### config.mk
export PLATFORM = sky130hd
export DESIGN_NAME = qpht_ctrl
export DESIGN_NICKNAME = d
export VERILOG_FILES = /design/src/rtl/quadratic_probe_hash_table_assert.svh /design/src/rtl/qpht_pkg.sv /design/src/rtl/qpht_ctrl.sv
export SDC_FILE = /design/constraint.sdc
export NUM_CORES = 1
export LEC_CHECK = 0
export BUFFER_PORTS_ARGS = -buffer_cell sky130_fd_sc_hd__buf_2
export CAP_MARGIN = 15
export CORE_AREA = 2 2 39 41
export DETAILED_ROUTE_END_ITERATION = 16
export DIE_AREA = 0 0 41 43
export PLACE_DENSITY = 0.7
export SLEW_MARGIN = 20
export SYNTH_ARGS = -nofsm -noshare
export SYNTH_HDL_FRONTEND = slang
export SYNTH_SLANG_ARGS = --single-unit
### constraint.sdc
create_clock -name clock -period 2 [get_ports clock]
set_input_delay 0.3 -clock clock [delete_from_list [all_inputs] [get_ports clock]]
set_output_delay 0.3 -clock clock [all_outputs]
set_load 0.01 [all_outputs]
### src/rtl/quadratic_probe_hash_table_assert.svh
// assertion macros for the quadratic probe hash table
`ifndef QUADRATIC_PROBE_HASH_TABLE_ASSERT_SVH
`define QUADRATIC_PROBE_HASH_TABLE_ASSERT_SVH

// same-cycle implication
`define QPHT_ASSERT_NOW(lbl, clk, rst, ante, cons, msg) \
   lbl: assert property (@(posedge clk) disable iff (rst) (ante) |-> (cons)) else $error(msg);

// next-cycle implication
`define QPHT_ASSERT_NEXT(lbl, clk, rst, ante, cons, msg) \
   lbl: assert property (@(posedge clk) disable iff (rst) (ante) |=> (cons)) else $error(msg);

`endif

### src/rtl/qpht_pkg.sv
package qpht_pkg;

   localparam int TABLE_SIZE_DEF = 8192;
   localparam int KEY_BITS_DEF   = 64;
   localparam int MAX_PROBES_DEF = 8192;

   localparam int CMD_W     = 2;
   localparam int STATUS_W  = 2;
   localparam int HOME_W    = 13;
   localparam int KEY_W     = 64;
   localparam int OFFSET_W  = 19;
   localparam int COUNT_W   = 10;
   localparam int ENTRY_W   = 14;
   localparam int PAYLOAD_W = 2 * OFFSET_W + COUNT_W;
   localparam int SHIFT_W   = 4;

   localparam logic [OFFSET_W-1:0] OFFSET_HIGH_MASK = 19'h70000;
   localparam logic [COUNT_W-1:0]  COUNT_HIGH_MASK  = 10'h300;

   typedef enum logic [CMD_W-1:0] {
      CMD_CLEAR,
      CMD_INSERT,
      CMD_LOOKUP,
      CMD_NOP
   } command_type;

   typedef enum logic [STATUS_W-1:0] {
      STAT_DONE,
      STAT_FOUND,
      STAT_NOT_FOUND,
      STAT_FULL
   } status_type;

   typedef enum logic [2:0] {
      ST_INIT,
      ST_IDLE,
      ST_CLEAR,
      ST_REDUCE,
      ST_CHECK,
      ST_WRITE
   } state_type;

   typedef struct packed {
      logic       load;
      logic       reduce;
      logic       home;
      logic       step;
      logic       write;
      logic       sweep;
      logic       clear_regs;
      logic       finish;
      status_type status;
   } ctl_cmd_type;

   typedef struct packed {
      logic        home_ready;
      logic        sweep_last;
      logic        table_full;
      logic        probes_done;
      logic        rd_valid;
      logic        key_hit;
      command_type op;
   } dp_stat_type;

   // largest shift of the table size that still fits below the home range
   function automatic int reduce_shift(int t);
      int r;
      r = 0;
      for (int j = HOME_W - 1; j >= 0; j--) begin
         if (r == 0 && (t << j) < (1 << HOME_W)) begin
            r = j;
         end
      end
      return r;
   endfunction

endpackage

### src/rtl/qpht_ctrl.sv
module qpht_ctrl (
   input  logic                 clock,
   input  logic                 reset,
   input  logic                 start,
   input  qpht_pkg::command_type command,
   input  qpht_pkg::dp_stat_type stat,
   output qpht_pkg::ctl_cmd_type cmd,
   output logic                 busy
);
   import qpht_pkg::*;

   state_type state_ff;
   state_type state_in;

   always_ff @(posedge clock) begin
      if (reset) begin
         state_ff <= ST_INIT;
      end else begin
         state_ff <= state_in;
      end
   end

   always_comb begin
      cmd      = '0;
      cmd.status = STAT_DONE;
      state_in = state_ff;
      case (state_ff)
         ST_INIT: begin
            cmd.sweep = 1'b1;
            if (stat.sweep_last) begin
               state_in = ST_IDLE;
            end
         end
         ST_IDLE: begin
            if (start) begin
               cmd.load = 1'b1;
               case (command)
                  CMD_CLEAR: begin
                     cmd.clear_regs = 1'b1;
                     state_in = ST_CLEAR;
                  end
                  CMD_INSERT: begin
                     if (stat.table_full) begin
                        cmd.finish = 1'b1;
                        cmd.status = STAT_FULL;
                     end else begin
                        state_in = ST_REDUCE;
                     end
                  end
                  CMD_LOOKUP: state_in = ST_REDUCE;
                  default: cmd.finish = 1'b1;
               endcase
            end
         end
         ST_CLEAR: begin
            cmd.sweep = 1'b1;
            if (stat.sweep_last) begin
               cmd.finish = 1'b1;
               state_in = ST_IDLE;
            end
         end
         ST_REDUCE: begin
            if (stat.home_ready) begin
               cmd.home = 1'b1;
               state_in = ST_CHECK;
            end else begin
               cmd.reduce = 1'b1;
            end
         end
         ST_CHECK: begin
            if (stat.op == CMD_INSERT) begin
               if (!stat.rd_valid) begin
                  state_in = ST_WRITE;
               end else if (stat.probes_done) begin
                  cmd.finish = 1'b1;
                  cmd.status = STAT_FULL;
                  state_in = ST_IDLE;
               end else begin
                  cmd.step = 1'b1;
               end
            end else begin
               if (stat.key_hit) begin
                  cmd.finish = 1'b1;
                  cmd.status = STAT_FOUND;
                  state_in = ST_IDLE;
               end else if (!stat.rd_valid || stat.probes_done) begin
                  cmd.finish = 1'b1;
                  cmd.status = STAT_NOT_FOUND;
                  state_in = ST_IDLE;
               end else begin
                  cmd.step = 1'b1;
               end
            end
         end
         ST_WRITE: begin
            cmd.write  = 1'b1;
            cmd.finish = 1'b1;
            state_in = ST_IDLE;
         end
         default: state_in = ST_IDLE;
      endcase
   end

   assign busy = (state_ff != ST_IDLE);

endmodule

# Word level (Yosys, flattened, before mapping)
# Index checks and enable logic that the tools add are counted.
# totals
regBits,3
elab_cells,62
# op_classes
n_mux,38
eq_ne,16
reduce_logical,7
# op_table
cell,count
$mux 3,15
$mux 1,15
$pmux 3 s4,1
$pmux 3 s3,1
$ne 4x4->1 const B,2
$reduce_and 7->1,1
$eq 3x2->1 const B,2
$eq 3x3->1 const B,2
$eq 2x1->1 const B,2
$mux 2,2
$mux 4,1
$ne 2x2->1 const B,2
$ne 4x1->1 const B,1
$pmux 1 s4,1
$pmux 2 s2,1
$reduce_or 2->1,2
$eq 3x1->1 const B,1
$logic_not 3->1,1
$ne 3x1->1 const B,1
$ne 3x3->1 const B,1
$eq 2x2->1 const B,1
$logic_not 2->1,1
$ne 2x1->1 const B,1
$pmux 1 s2,1
2 further kinds,2

# Depth between registers and ports, before layout
# logic_depth
ltp_word,6
mapped_depth,6
depth_no_buf,6

# Least setup slack after synthesis
# OpenSTA, ideal clock, no wires.
# synth_path
kind,reg-to-reg
start,register state_ff[2]
end,register state_ff[0]
arrival_ps,1427
synth_period_minus_slack_ps,1542
setup_slack_ps,458
path_stages_with_launch,5
required_ps,1885
path_cell_list,dfxtp_1 -> or3b_4 -> a2111oi_4 -> a211oi_1 -> o21ba_1
# synth_between
elab_chain_cells,4
# synth_lines
item,line,text
start: declaration,qpht_ctrl.sv:12,state_type state_ff;
start signal: assignment,qpht_ctrl.sv:19,state_ff <= state_in;
$eq 3x2->1 or $logic_not 3->1 (tied branches),qpht_ctrl.sv:27,case (state_ff)
$reduce_or 2->1 (no source line),-,
$ne 2x1->1 (no source line),-,
$reduce_and 7->1 (no source line),-,
# Parallel ways exist; a longest one is shown, timed or not.
# A chain may end at the register's enable or synchronous reset.

==> results.json <==
{
  "status": "complete, no violations",
  "start_kind": "register",
  "critical_path_peak_fanout": 6,
  "cts_setup_buffers": 0,
  "fmax_mhz": 524.3,
  "cpPeakStageDelay_ns": 0.42,
  "final_hold_viol_count": 0,
  "rows": 14,
  "synth_edf_count": 0,
  "yosysUniqueCellTypes": 31,
  "syn-cell-area_um2": 416.7,
  "ys_ff_latch": 3,
  "die_h_um": 43,
  "avgSynthCellArea_um2": 7.716,
  "drtIter0Drc": 0,
  "async_flop_share_pct": 0,
  "clkSinkCount": 3,
  "fillers": 150,
  "timing.final.crit_share_pct": 95.37,
  "grt_max_degree": 13,
  "biggestRegsByFlops": "state_ff (3)",
  "place_area_um2": 551.8,
  "htree_levels": 1,
  "synth_area_leaders": "dfxtp_1 (14%), ha_1 (9.0%), a2111oi_4 (6.6%)",
  "layout_min_cycle_time_ns": 1.907,
  "cp.arrival_ns": 1.61,
  "dr.pass1.iters": 1,
  "clk-insertion-delay-late_ns": 0.22,
  "first_global_vias": 425,
  "syn_inst": 54,
  "drcViolationCount": 0,
  "power_density_nw_per_um2": 413.0,
  "drv_slew": 0,
  "largest_register_ffs": 3,
  "cap_violations": 0,
  "layout.nets": 98,
  "n_antenna_cell": 0,
  "io_buffers": 23,
  "synth_top_area_share_pct": 14.41,
  "antenna_found_initial": 0,
  "rsz0062_at_grt": "no",
  "grt_usage_pct": 11.94,
  "ir_worst_vdd_mv": 0.2487,
  "design_area_um2": 578.1,
  "hold_class": "in2reg",
  "setup_viol": 0,
  "final_layout_size_suffix_gt1_share_pct": 39.51,
  "root_buffer": "clkbuf_4",
  "cts_tree": "yes",
  "routedWlPerCell_um": 10.11,
  "yosysSeqAreaShare_pct": 14.41,
  "max-slew-margin-rel_pct": 76.80,
  "die_x_um": 41,
  "ant_nets": 0,
  "vias": 475,
  "wl_um": 981,
  "clockBufferDepth": 2,
  "synth.net_count": 70,
  "criticalPathCategory": "reg2out",
  "core_um2": 1384,
  "grt_pass1_wl_mm": 1.483,
  "crit_path_end_kind": "output pin",
  "clock_skew_ns": 0.001751,
  "ys_warn_count": 0,
  "synth_top_flop_cell": "dfxtp_1",
  "crit_required_ns": 1.70,
  "io_pins": 24,
  "postCtsHoldBufs": 0,
  "initial_core_util_pct": 30.11,
  "cts_resized": 0,
  "clkTransAtPathRegs_ns": 0.03,
  "cts_made_buffers": 3,
  "leakage_nw": 0.3063,
  "die_area_um2": 1763,
  "critPathSlowestCell": "or3b_4",
  "gr-total-overflow": 0,
  "globalplace.congestion": 0.7272,
  "area_growth_pct": 38.74,
  "setup-tns-final_ns": 0,
  "hpwl_um": 847.7,
  "via_per_inst": 4.897,
  "tightest_slew_ns": 0.3472,
  "regMostFlops": "state_ff",
  "path_cells": "or3b_4 > a2111oi_4 > buf_2",
  "yosysTopAreaCell": "dfxtp_1"
}
## final timing paths
| path | start | endpoint | slack (ns) | cells past startpoint |
|---|---|---|---|---|
| max | state_ff[2] | cmd[6] | 0.09 | 3 |
| max reg2reg | state_ff[2] | state_ff[0] | 0.44 | 4 |
| min reg2reg | state_ff[1] | state_ff[1] | 0.66 | 3 |
| min | reset | state_ff[2] | 0.26 | 2 |
## cells by family after synthesis
logic type	Yosys count	synth area share, %
buffers and inverters	5	5.405
adders and majority gates	3	9.010
AOI/OAI and AO/OA	14	29.43
DFF	3	14.41
and+or+nand+nor	29	41.74
## critical path: cells and delay by family (launching register included)
| kind | cells | cell delay [ns] |
|---|---|---|
| AO/OA/AOI/OAI | 1 | 0.39 |
| buffers and inverters | 1 | 0.20 |
| flip-flops | 1 | 0.38 |
| AND/OR/NAND/NOR | 1 | 0.42 |
## synth_stat cells, types with 2 or more instances
| library cell | instances |
|---|---|
| o21ba_1 | 2 |
| nor3b_1 | 2 |
| o21ai_0 | 2 |
| nand2_1 | 6 |
| a21oi_1 | 2 |
| nand2b_1 | 3 |
| inv_1 | 4 |
| nand3_1 | 2 |
| nor2_1 | 4 |
| dfxtp_1 | 3 |
| and2_1 | 2 |
| ha_1 | 3 |
## routing by layer
metal / up-vias / GRT usage [%] / part of all wire, %
li1: 250 / - / -
met1: 209 / 11.54 / 41
met2: 14 / 23.13 / 53
met3: 2 / 1.571 / 4.2
met4: 0 / 4.000 / 1.6
met5: - / 0 / 0
## through the flow
step	hold slack (ns)	setup slack (ns)	total power [mW]	util, %	instances
after floorplan	0.3691	0.4581	0.1076	-	54
after global placement	0.4868	0.3614	0.1380	39.87	93
after detailed placement	0.4933	0.3187	0.1395	39.87	93
after CTS	0.2595	0.07877	0.2427	41.77	97
after global routing	0.2634	0.02691	0.2576	41.77	97
final	0.2600	0.09263	0.2387	41.77	97
## where the power goes
part           internal [mW]  switching [mW]  total [mW]
clock                 0.0745          0.0266       0.101
sequential            0.0630         0.00356      0.0666
combinational         0.0332          0.0379      0.0711
## cell usage in the layout (no fill, tap or decap), drive strengths merged
cell and count:
nand2b 3, o31ai 1, a22oi 1, a41o 1, inv 4, ha 3, and2b 1, nand2 6
or3 1, a21oi 2, nand4b 1, nor2 4, nand3 2, clkbuf 4, or3b 1, or2 1
nor2b 2, a21o 1, o21ai 3, nor3b 2, and3 1, dfxtp 3, nand3b 1, and3b 1
a2111oi 1, and2 2, buf 24, a32oi 1, a211oi 1, o21ba 2
## final cells by class
class                           count  area, µm²  share of cell area, %
Clock buffer                        4      26.28                  4.545
Tap cell                           16      20.02                  3.463
Inverter                            4      15.01                  2.597
Timing Repair Buffer               24      122.6                  21.21
Multi-Input combinational cell     46      334.1                  57.79
Sequential cell                     3      60.06                  10.39
(Power assumes the default switching activity.)
